[src/hdl/bitmap_frame_allocator_macros.svh]
// assertion helpers used by the allocator top file
`ifndef BITMAP_FRAME_ALLOCATOR_MACROS_SVH
`define BITMAP_FRAME_ALLOCATOR_MACROS_SVH

// same-cycle implication, checked outside reset
`define BFA_ASSERT_IMP(label, clk, rstn, ante, cons, msg) \
    label: assert property (@(posedge clk) disable iff (!(rstn)) (ante) |-> (cons)) \
        else $error(msg);

// next-cycle implication, checked outside reset
`define BFA_ASSERT_NXT(label, clk, rstn, ante, cons, msg) \
    label: assert property (@(posedge clk) disable iff (!(rstn)) (ante) |=> (cons)) \
        else $error(msg);

`endif

[src/hdl/bfa_pkg.sv]
package bfa_pkg;

    // frame capacity default and map word geometry
    localparam int MAX_FRAMES_DEF = 1024;
    localparam int WORD_BITS      = 32;
    localparam int WORD_AW        = 5;

    // fixed field widths
    localparam int REQ_W    = 2;
    localparam int INDEX_W  = 10;
    localparam int STATUS_W = 2;
    localparam int TOTAL_W  = 11;
    localparam int CFG_W    = 11;

    // reset value of the frame count register
    localparam int RESET_FRAMES = 1024;

    // request codes
    localparam logic [REQ_W-1:0] REQ_ALLOC   = 2'd0;
    localparam logic [REQ_W-1:0] REQ_FREE    = 2'd1;
    localparam logic [REQ_W-1:0] REQ_RESERVE = 2'd2;

    // result status codes
    localparam logic [STATUS_W-1:0] STAT_OK     = 2'd0;
    localparam logic [STATUS_W-1:0] STAT_OOM    = 2'd1;
    localparam logic [STATUS_W-1:0] STAT_BADIDX = 2'd2;
    localparam logic [STATUS_W-1:0] STAT_DOUBLE = 2'd3;

    typedef struct packed {
        logic [REQ_W-1:0]   req_type;
        logic [INDEX_W-1:0] frame_index;
    } bfa_in_t;

    typedef struct packed {
        logic [INDEX_W-1:0]  frame_number;
        logic [STATUS_W-1:0] status;
        logic [TOTAL_W-1:0]  free_frames_left;
    } bfa_out_t;

    // control into the word unit
    typedef struct packed {
        logic               scan;
        logic               limit_en;
        logic [WORD_AW-1:0] limit_bit;
        logic [WORD_AW-1:0] bit_sel;
        logic               set_val;
    } bfa_unit_ctrl_t;

    // status out of the word unit
    typedef struct packed {
        logic               hit;
        logic [WORD_AW-1:0] pos;
    } bfa_unit_res_t;

endpackage

[src/hdl/bfa_ram.sv]
module bfa_ram
    import bfa_pkg::*;
#(
    parameter int WIDTH = WORD_BITS,
    parameter int DEPTH = MAX_FRAMES_DEF / WORD_BITS,
    localparam int AW   = (DEPTH > 1) ? $clog2(DEPTH) : 1
) (
    input  logic             aclk,
    input  logic             we,
    input  logic [AW-1:0]    waddr,
    input  logic [WIDTH-1:0] wdata,
    input  logic [AW-1:0]    raddr,
    output logic [WIDTH-1:0] rdata
);

    logic [WIDTH-1:0] mem [DEPTH];
    logic [WIDTH-1:0] rdata_reg;

    // one write port, one registered read port
    always_ff @(posedge aclk) begin
        if (we) begin
            mem[waddr] <= wdata;
        end
        rdata_reg <= mem[raddr];
    end

    assign rdata = rdata_reg;

endmodule

[src/hdl/bfa_word_unit.sv]
module bfa_word_unit
    import bfa_pkg::*;
(
    input  logic [WORD_BITS-1:0] word,
    input  bfa_unit_ctrl_t       ctrl,
    output bfa_unit_res_t        res,
    output logic [WORD_BITS-1:0] word_upd
);

    logic [WORD_BITS-1:0] masked;
    logic [WORD_AW-1:0]   low_pos;

    // drop bits at or above the frame count in the last word
    always_comb begin
        for (int i = 0; i < WORD_BITS; i++) begin
            masked[i] = word[i] && (!ctrl.limit_en || (WORD_AW'(i) <= ctrl.limit_bit));
        end
    end

    // lowest set bit of the masked word
    always_comb begin
        low_pos = '0;
        for (int i = WORD_BITS - 1; i >= 0; i--) begin
            if (masked[i]) begin
                low_pos = WORD_AW'(i);
            end
        end
    end

    // scan picks the first free bit, otherwise test the selected bit
    always_comb begin
        if (ctrl.scan) begin
            res.hit = |masked;
            res.pos = low_pos;
        end else begin
            res.hit = word[ctrl.bit_sel];
            res.pos = ctrl.bit_sel;
        end
    end

    // word with the chosen bit forced
    always_comb begin
        word_upd          = word;
        word_upd[res.pos] = ctrl.set_val;
    end

endmodule

[src/hdl/bitmap_frame_allocator.sv]
// channel   | ports                       | transfer
// ----------+-----------------------------+-------------------------------------
// request   | s_valid s_ready s_data      | req_type, frame_index
// result    | m_valid m_ready m_data      | frame_number, status, free_frames_left
// config    | cfg_wr_en cfg_wr_data       | num_frames, no wait, no read-back
//
// allocate reads map words one after another, up to MAX_FRAMES/32 of them (32 by default):
// the map RAM delivers one 32-bit word per cycle to the shared word unit.
// free and reserve pass through S_EVAL; a bad index or unknown request goes straight to S_FIN.
// after reset and after each num_frames write the map is set to all free by a
// pass over every map word; requests are held off meanwhile.
// a finished result waits in the output register; a new request is taken while it waits.
`include "bitmap_frame_allocator_macros.svh"

module bitmap_frame_allocator
    import bfa_pkg::*;
#(
    parameter int MAX_FRAMES = MAX_FRAMES_DEF
) (
    input  logic             aclk,
    input  logic             aresetn,
    input  logic             s_valid,
    output logic             s_ready,
    input  bfa_in_t          s_data,
    output logic             m_valid,
    input  logic             m_ready,
    output bfa_out_t         m_data,
    input  logic             cfg_wr_en,
    input  logic [CFG_W-1:0] cfg_wr_data
);

    localparam int WORDS  = (MAX_FRAMES + WORD_BITS - 1) / WORD_BITS;
    localparam int ADDR_W = (WORDS > 1) ? $clog2(WORDS) : 1;
    localparam int CNT_W  = $clog2(MAX_FRAMES + 1);
    localparam logic [CNT_W-1:0] RESET_EFF =
        CNT_W'((RESET_FRAMES > MAX_FRAMES) ? MAX_FRAMES : RESET_FRAMES);
    localparam logic [ADDR_W-1:0] LAST_WORD = ADDR_W'(WORDS - 1);

    typedef enum logic [3:0] {
        S_CLEAR = 4'b0001,
        S_IDLE  = 4'b0010,
        S_EVAL  = 4'b0100,
        S_FIN   = 4'b1000
    } state_t;

    state_t               state_reg, state_next;
    logic [CNT_W-1:0]     count_reg, count_next;
    logic [CNT_W-1:0]     free_total_reg, free_total_next;
    logic [ADDR_W-1:0]    clr_addr_reg, clr_addr_next;
    logic [ADDR_W-1:0]    scan_addr_reg, scan_addr_next;
    logic [REQ_W-1:0]     req_reg, req_next;
    logic [WORD_AW-1:0]   bit_reg, bit_next;
    logic [INDEX_W-1:0]   res_frame_reg, res_frame_next;
    logic [STATUS_W-1:0]  res_status_reg, res_status_next;
    logic                 m_valid_reg, m_valid_next;
    bfa_out_t             m_data_reg, m_data_next;

    logic                 ram_we;
    logic [ADDR_W-1:0]    ram_waddr;
    logic [WORD_BITS-1:0] ram_wdata;
    logic [ADDR_W-1:0]    ram_raddr;
    logic [WORD_BITS-1:0] ram_rdata;
    logic [WORD_BITS-1:0] ram_wdata_upd;

    bfa_unit_ctrl_t       unit_ctrl;
    bfa_unit_res_t        unit_res;
    logic [WORD_BITS-1:0] unit_word;

    logic [CNT_W-1:0]     cfg_eff;
    logic [31:0]          cnt_m1;
    logic [ADDR_W-1:0]    last_addr;
    logic                 idx_bad;
    logic [31:0]          frame_full;
    logic                 out_free;

    // clamp a written frame count to the capacity
    always_comb begin
        if (32'(cfg_wr_data) > 32'(MAX_FRAMES)) begin
            cfg_eff = CNT_W'(MAX_FRAMES);
        end else begin
            cfg_eff = CNT_W'(cfg_wr_data);
        end
    end

    // last map word and last bit in it below the frame count
    assign cnt_m1    = 32'(count_reg) - 32'd1;
    assign last_addr = ADDR_W'(cnt_m1 >> WORD_AW);
    assign idx_bad   = 32'(s_data.frame_index) >= 32'(count_reg);
    assign out_free  = !m_valid_reg || m_ready;

    // frame number of the bit found in the current word
    assign frame_full = (32'(scan_addr_reg) << WORD_AW) | 32'(unit_res.pos);

    // shared word unit on the map read data
    assign unit_word          = ram_rdata;
    assign unit_ctrl.scan     = (req_reg == REQ_ALLOC);
    assign unit_ctrl.limit_en = (scan_addr_reg == last_addr);
    assign unit_ctrl.limit_bit = cnt_m1[WORD_AW-1:0];
    assign unit_ctrl.bit_sel  = bit_reg;
    assign unit_ctrl.set_val  = (req_reg == REQ_FREE);

    bfa_word_unit u_word_unit (
        .word     (unit_word),
        .ctrl     (unit_ctrl),
        .res      (unit_res),
        .word_upd (ram_wdata_upd)
    );

    // free map, one bit per frame, 32 frames to a word
    bfa_ram #(
        .WIDTH (WORD_BITS),
        .DEPTH (WORDS)
    ) u_map_ram (
        .aclk  (aclk),
        .we    (ram_we),
        .waddr (ram_waddr),
        .wdata (ram_wdata),
        .raddr (ram_raddr),
        .rdata (ram_rdata)
    );

    // sequencer
    always_comb begin
        state_next      = state_reg;
        count_next      = count_reg;
        free_total_next = free_total_reg;
        clr_addr_next   = clr_addr_reg;
        scan_addr_next  = scan_addr_reg;
        req_next        = req_reg;
        bit_next        = bit_reg;
        res_frame_next  = res_frame_reg;
        res_status_next = res_status_reg;
        m_valid_next    = m_valid_reg && !m_ready;
        m_data_next     = m_data_reg;
        ram_we          = 1'b0;
        ram_waddr       = scan_addr_reg;
        ram_wdata       = ram_wdata_upd;
        ram_raddr       = scan_addr_reg + 1'b1;

        unique case (state_reg)
            S_CLEAR: begin
                // set one map word to all free per cycle
                ram_we    = 1'b1;
                ram_waddr = clr_addr_reg;
                ram_wdata = '1;
                if (clr_addr_reg == LAST_WORD) begin
                    state_next = S_IDLE;
                end else begin
                    clr_addr_next = clr_addr_reg + 1'b1;
                end
            end
            S_IDLE: begin
                // take a request and start the first map read
                ram_raddr = (s_data.req_type == REQ_ALLOC) ? '0
                          : ADDR_W'(s_data.frame_index >> WORD_AW);
                if (s_valid) begin
                    req_next        = s_data.req_type;
                    bit_next        = s_data.frame_index[WORD_AW-1:0];
                    scan_addr_next  = ram_raddr;
                    res_frame_next  = '0;
                    res_status_next = STAT_OK;
                    state_next      = S_FIN;
                    case (s_data.req_type) inside
                        REQ_ALLOC: begin
                            if (count_reg == '0) begin
                                res_status_next = STAT_OOM;
                            end else begin
                                state_next = S_EVAL;
                            end
                        end
                        REQ_FREE, REQ_RESERVE: begin
                            if (idx_bad) begin
                                res_status_next = STAT_BADIDX;
                            end else begin
                                state_next = S_EVAL;
                            end
                        end
                        default: begin
                            res_status_next = STAT_OK;
                        end
                    endcase
                end
            end
            S_EVAL: begin
                case (req_reg)
                    REQ_ALLOC: begin
                        // first free frame, else move on to the next word
                        if (unit_res.hit) begin
                            ram_we          = 1'b1;
                            free_total_next = free_total_reg - 1'b1;
                            res_frame_next  = frame_full[INDEX_W-1:0];
                            state_next      = S_FIN;
                        end else if (unit_ctrl.limit_en) begin
                            res_status_next = STAT_OOM;
                            state_next      = S_FIN;
                        end else begin
                            scan_addr_next = scan_addr_reg + 1'b1;
                        end
                    end
                    REQ_FREE: begin
                        // a set bit is already free
                        if (unit_res.hit) begin
                            res_status_next = STAT_DOUBLE;
                        end else begin
                            ram_we          = 1'b1;
                            free_total_next = free_total_reg + 1'b1;
                        end
                        state_next = S_FIN;
                    end
                    default: begin
                        // reserve: only a free frame changes
                        if (unit_res.hit) begin
                            ram_we          = 1'b1;
                            free_total_next = free_total_reg - 1'b1;
                        end
                        state_next = S_FIN;
                    end
                endcase
            end
            S_FIN: begin
                // hand the result to the output register once it is free
                if (out_free) begin
                    m_valid_next                 = 1'b1;
                    m_data_next.frame_number     = res_frame_reg;
                    m_data_next.status           = res_status_reg;
                    m_data_next.free_frames_left = TOTAL_W'(32'(free_total_reg));
                    state_next                   = S_IDLE;
                end
            end
            default: begin
                state_next = S_CLEAR;
            end
        endcase

        // frame count write restarts the map
        if (cfg_wr_en) begin
            count_next      = cfg_eff;
            free_total_next = cfg_eff;
            clr_addr_next   = '0;
            state_next      = S_CLEAR;
        end
    end

    // control registers
    always_ff @(posedge aclk) begin
        if (!aresetn) begin
            state_reg      <= S_CLEAR;
            count_reg      <= RESET_EFF;
            free_total_reg <= RESET_EFF;
            clr_addr_reg   <= '0;
            m_valid_reg    <= 1'b0;
        end else begin
            state_reg      <= state_next;
            count_reg      <= count_next;
            free_total_reg <= free_total_next;
            clr_addr_reg   <= clr_addr_next;
            m_valid_reg    <= m_valid_next;
        end
    end

    // payload registers
    always_ff @(posedge aclk) begin
        scan_addr_reg  <= scan_addr_next;
        req_reg        <= req_next;
        bit_reg        <= bit_next;
        res_frame_reg  <= res_frame_next;
        res_status_reg <= res_status_next;
        m_data_reg     <= m_data_next;
    end

    assign s_ready = (state_reg == S_IDLE);
    assign m_valid = m_valid_reg;
    assign m_data  = m_data_reg;

    // free count never exceeds the managed count
    `BFA_ASSERT_IMP(a_total_bound, aclk, aresetn, 1'b1,
        free_total_reg <= count_reg, "free count above frame count")
    // an allocate scan never passes the last managed word
    `BFA_ASSERT_IMP(a_scan_bound, aclk, aresetn,
        (state_reg == S_EVAL) && (req_reg == REQ_ALLOC),
        scan_addr_reg <= last_addr, "scan beyond last word")
    // map writes happen only while clearing or updating
    `BFA_ASSERT_IMP(a_write_state, aclk, aresetn, ram_we,
        (state_reg == S_CLEAR) || (state_reg == S_EVAL), "map written outside clear or update")
    // one request moves the free count by at most one
    `BFA_ASSERT_NXT(a_total_step, aclk, aresetn, (state_reg == S_EVAL) && !cfg_wr_en,
        (free_total_reg == $past(free_total_reg))
        || (free_total_reg == $past(free_total_reg) + 1'b1)
        || (free_total_reg == $past(free_total_reg) - 1'b1),
        "free count jumped")

endmodule

[config.mk]
export PLATFORM = sky130hd
export DESIGN_NAME = bitmap_frame_allocator
export DESIGN_NICKNAME = d
export VERILOG_FILES = /design/src/hdl/bfa_pkg.sv /design/src/hdl/bfa_ram.sv /design/src/hdl/bfa_word_unit.sv /design/src/hdl/bitmap_frame_allocator.sv
export VERILOG_INCLUDE_DIRS = /design/src /design/src/hdl
export SDC_FILE = /design/constraint.sdc
export NUM_CORES = 2
export LEC_CHECK = 0
export ABC_AREA = 0
export BUFFER_PORTS_ARGS = -buffer_cell sky130_fd_sc_hd__buf_4
export CAP_MARGIN = 20
export CORE_MARGIN = 8
export CORE_UTILIZATION = 46
export DETAILED_ROUTE_END_ITERATION = 16
export PLACE_DENSITY = 0.68
export SLEW_MARGIN = 0
export SYNTH_ARGS = -nofsm -noshare
export SYNTH_HDL_FRONTEND = slang
export SYNTH_HIERARCHICAL = 1
export SYNTH_SLANG_ARGS = --single-unit
[constraint.sdc]
create_clock -name aclk -period 6.8 [get_ports aclk]
set_input_delay 1.02 -clock aclk [delete_from_list [all_inputs] [get_ports aclk]]
set_output_delay 1.02 -clock aclk [all_outputs]
set_load 0.05 [all_outputs]
==> impl_summary.txt <==
----------------------------------------------------
[Logic synthesis]
  Number of instances in the synthesized netlist ... roughly 3000
  Sequential fraction of the synthesis area ... between 70% and 80%
  Count of synthesis-stage warnings from yosys ... 6
  Netlist area before placement ... 47000 µm²
  Ys flop type ... sky130_fd_sc_hd__edfxtp_1
  Number of flops mapped to enable cells by yosys ... between 1000 and 1500
  Syn avg cell area ... 15.7 µm²
  Synthesized netlist net count ... 3039
  Register bit total from synthesis ... approximately 1100
  FFs w/ async S/R, synth ... 0%
  Number of library cell types mapped by synthesis ... 95

[Power and ir drop]
  Peak supply drop ... 0.204 mV
  Leakage component of the power ... 18.0 nW
  Areal power density over the cells ... between 200 and 300 nW/µm²

[STA]
  Summed negative setup slack over all endpoints ... 0 ns
  Worst slew margin ... 23.7%
  Final clock skew ... 0.0303 ns
  Final Hold Vio Count ... 0
  Final hold slack ... 0.414 ns
  Peak Freq ... between 0.15 and 0.2 GHz
  Worst slew pin tran ... 1.13 ns
  Final critical-path share of the clock period ... 92.7%
  Unrepaired setup endpoints after global routing ... no
  Number of max-slew violations in the final report ... 0
  Minimum clock period after layout ... 6.30 ns
  Final Setup Violations ... 0

[Route]
  Average vias per placed instance ... approximately 6.0
  Routed wire per std cell ... 27.2 µm
  DRC violations left ... 0
  Detailed router's first-iteration violation count ... 3182
  Via Count ... between 20000 and 30000
  Number of nets with antenna violations after detailed routing ... 0
  1st-pass router iterations ... 9
  Detailed Route WL ... 124000 µm

[Worst setup path]
  Crit start category ... flip-flop
  Crit path kind ... reg -> reg
  Max FO, Critical Path ... 22
  Data required time at the worst endpoint ... 7.16 ns
  Arrival time of data at the critical path endpoint ... 6.66 ns
  Critical Path End Type ... flip-flop

[Clock tree]
  Post-cts sizing count ... 0
  Clock buffer count from CTS ... 112
  CTS tree ... yes
  Buffer cell driving the clock tree root ... sky130_fd_sc_hd__clkbuf_16
  Hold buffer count at cts ... 0
  Setup Buffers After CTS ... 0
  H-tree lvl count ... 3
  Clock-pin slew reported for the worst setup and hold paths after clock tree synthesis ... 0.06 ns
  Num Clock Sinks ... around 1100
  Maximum buffer depth of the clock tree ... 3
  Clock insertion delay at the later pin of the skew report ... between 0.7 and 0.8 ns

[GRT]
  Fraction of met3 tracks used by global routing ... 3.88%
  Total routing usage reported by global routing ... 21.3%
  Remaining global-route overflow ... 0
  Layer with the highest usage after global routing ... met2
  Number of global-route vias before repair ... about 27000
  Antenna violations before repair ... 0
  Pin count of the biggest net entering global routing ... 90
  Wire length of the first global-routing pass ... 180000 µm
  Met1 usage ... between 20% and 30%
  Met2 usage in global routing ... 35.5%

[Layout]
  Final nets ... 3137
  Max reg flops ... 1024
  Share of post-route cells with drive strength above 1 ... between 10% and 20%
  P&R area growth vs syn ... 12.8%
  Antenna diode instance count ... 0

[Floorplanning]
  Die boundary height ... approximately 340 µm
  Horiz. Die Dim ... 336 µm
  Core area ... 102000 µm²
  Top-level I/O count ... 53
  Initial core utilization ... between 40% and 50%
  Row Count ... 117
  Die outline area ... 113000 µm²

[Placed design]
  Global placer's final weighted congestion ... 0.873
  I/O Buffers ... 52
  HPWL after detailed placement ... 73100 µm

[Outcome]
  Outcome ... completed

[Min path]
  Worst Hold Class ... reg -> reg

[Job]
  Number of maximum-capacitance constraint violations ... 0

----------------------------------------------------
metrics by stage:
stage	cell area, µm²	instances	setup WS, ns	util, %	power (mW)
2_1_floorplan	47000	2984	0.446	-	7.83
3_3_place_gp	49300	4334	0.564	48.6	7.91
3_5_place_dp	49400	4335	0.586	48.6	7.91
4_1_cts	53000	4543	0.540	52.2	13.9
5_1_grt	53000	4544	0.254	52.2	14.2
6_report	53000	4544	0.496	52.2	13.8
routing by layer:
| layer | up-vias | part of all wire, % |
|---|---|---|
| li1 | 11900 | - |
| met5 | - | 0 |
| met4 | 0 | 2.7 |
| met1 | 14000 | 41 |
| met3 | 231 | 7.8 |
| met2 | 1207 | 48 |
worst max-delay path: stages (launching register included):
cell and delay [ns]:
sky130_fd_sc_hd__dfxtp_1 0.32, sky130_fd_sc_hd__inv_1 0.14, sky130_fd_sc_hd__ha_1 0.23, sky130_fd_sc_hd__or3b_1 0.49
sky130_fd_sc_hd__or3_1 0.38, sky130_fd_sc_hd__a31oi_1 0.13, sky130_fd_sc_hd__and4b_4 0.31, sky130_fd_sc_hd__and2b_1 0.28
sky130_fd_sc_hd__a311oi_1 0.49, sky130_fd_sc_hd__or4b_1 0.28, sky130_fd_sc_hd__nor2_1 0.06, sky130_fd_sc_hd__nand2_1 0.08
sky130_fd_sc_hd__a2bb2oi_1 0.51, sky130_fd_sc_hd__inv_1 0.14, sky130_fd_sc_hd__ha_1 0.30, sky130_fd_sc_hd__o21bai_1 0.50
sky130_fd_sc_hd__or3b_2 0.73, sky130_fd_sc_hd__nor2_4 0.19, sky130_fd_sc_hd__buf_4 0.37
synthesized netlist by cell type (9+ instances only):
master	n	area share, %
sky130_fd_sc_hd__a22o_1	64	1.2
sky130_fd_sc_hd__nor2b_1	17	0.23
sky130_fd_sc_hd__inv_1	29	0.23
sky130_fd_sc_hd__ha_1	26	0.69
sky130_fd_sc_hd__o21a_1	9	0.14
sky130_fd_sc_hd__nand3_1	108	1.2
sky130_fd_sc_hd__nand2b_1	12	0.16
sky130_fd_sc_hd__mux4_2	10	0.48
sky130_fd_sc_hd__xor2_1	12	0.22
sky130_fd_sc_hd__nand2_1	149	1.2
sky130_fd_sc_hd__xnor2_1	10	0.19
sky130_fd_sc_hd__buf_1	11	0.088
sky130_fd_sc_hd__mux2_2	34	0.81
sky130_fd_sc_hd__dfxtp_1	64	2.7
sky130_fd_sc_hd__a31oi_1	39	0.52
sky130_fd_sc_hd__a22oi_1	99	1.6
sky130_fd_sc_hd__nor4_1	18	0.24
sky130_fd_sc_hd__a211oi_1	9	0.14
sky130_fd_sc_hd__buf_6	18	0.43
sky130_fd_sc_hd__mux2i_1	516	11
sky130_fd_sc_hd__buf_2	39	0.42
sky130_fd_sc_hd__o21ai_0	47	0.50
sky130_fd_sc_hd__and2_1	15	0.20
sky130_fd_sc_hd__nor3_1	41	0.44
sky130_fd_sc_hd__a21oi_1	132	1.4
sky130_fd_sc_hd__or2_2	33	0.44
sky130_fd_sc_hd__nor2_1	77	0.61
sky130_fd_sc_hd__clkbuf_1	67	0.54
sky130_fd_sc_hd__nand4_1	24	0.32
sky130_fd_sc_hd__buf_4	36	0.58
sky130_fd_sc_hd__edfxtp_1	1071	68
path summary, 6_finish.rpt:
path	from	end	slack (ns)	cells past startpoint
worst max-delay path	count_reg[1]	u_map_ram/mem[4][3]	0.50	18
worst min-delay path	res_frame_reg[4]	m_data[17]	0.41	0
worst min register to register	res_frame_reg[4]	m_data[17]	0.41	0
worst max register to register	count_reg[1]	u_map_ram/mem[4][3]	0.50	18
where the power goes:
group | leakage, nW | internal [mW] | total (mW) | switching [mW]
clock network | 1.76 | 3.47 | 6.07 | 2.60
logic | 6.42 | 0.0745 | 0.214 | 0.140
registers | 9.82 | 7.55 | 7.56 | 0.00983
total | 18.0 | 11.1 | 13.8 | 2.75
placed cells by master (no fill, tap or decap), types with 8 or more instances in the layout:
cell / instances
sky130_fd_sc_hd__o21ai_0: 47
sky130_fd_sc_hd__nor4_1: 18
sky130_fd_sc_hd__or2_2: 33
sky130_fd_sc_hd__buf_4: 144
sky130_fd_sc_hd__nor2_4: 33
sky130_fd_sc_hd__buf_12: 12
sky130_fd_sc_hd__dfxtp_1: 64
sky130_fd_sc_hd__clkinv_1: 17
sky130_fd_sc_hd__xor2_1: 11
sky130_fd_sc_hd__nand4_1: 24
sky130_fd_sc_hd__and2_1: 14
sky130_fd_sc_hd__nand3_1: 108
sky130_fd_sc_hd__a22oi_1: 99
sky130_fd_sc_hd__bufinv_16: 9
sky130_fd_sc_hd__mux4_2: 10
sky130_fd_sc_hd__a21oi_1: 131
sky130_fd_sc_hd__nor2b_1: 14
sky130_fd_sc_hd__o21a_1: 9
sky130_fd_sc_hd__a31oi_1: 39
sky130_fd_sc_hd__a22o_1: 64
sky130_fd_sc_hd__nor2_1: 44
sky130_fd_sc_hd__nor3_1: 41
sky130_fd_sc_hd__nand2_1: 148
sky130_fd_sc_hd__ha_1: 26
sky130_fd_sc_hd__clkbuf_16: 112
sky130_fd_sc_hd__edfxtp_1: 1071
sky130_fd_sc_hd__a211oi_1: 9
sky130_fd_sc_hd__mux2_2: 34
sky130_fd_sc_hd__clkbuf_1: 35
sky130_fd_sc_hd__mux2i_1: 516
sky130_fd_sc_hd__inv_1: 29
sky130_fd_sc_hd__o211ai_1: 8
sky130_fd_sc_hd__xnor2_1: 10
sky130_fd_sc_hd__clkinv_2: 13
sky130_fd_sc_hd__nand2b_1: 10
final cells by class:
| cell class | count | area (µm²) |
|---|---|---|
| multi-input combinational | 1645 | 12800 |
| fill | 8190 | 48600 |
| clock inverter | 54 | 603 |
| clock buffer | 154 | 3030 |
| timing repair buffer | 157 | 1340 |
| sequential | 1135 | 33400 |
| inverter | 31 | 116 |
| tap | 1368 | 1710 |
kinds of logic after synthesis:
family	synth area share, %
DFF	71.2
muxes	12.3
and+or+nand+nor	6.00
AOI/OAI and AO/OA	7.02
buffers and inverters	2.32
adders and majority gates	0.756
xor gates and xnor gates	0.410
(Power assumes the default switching activity.)
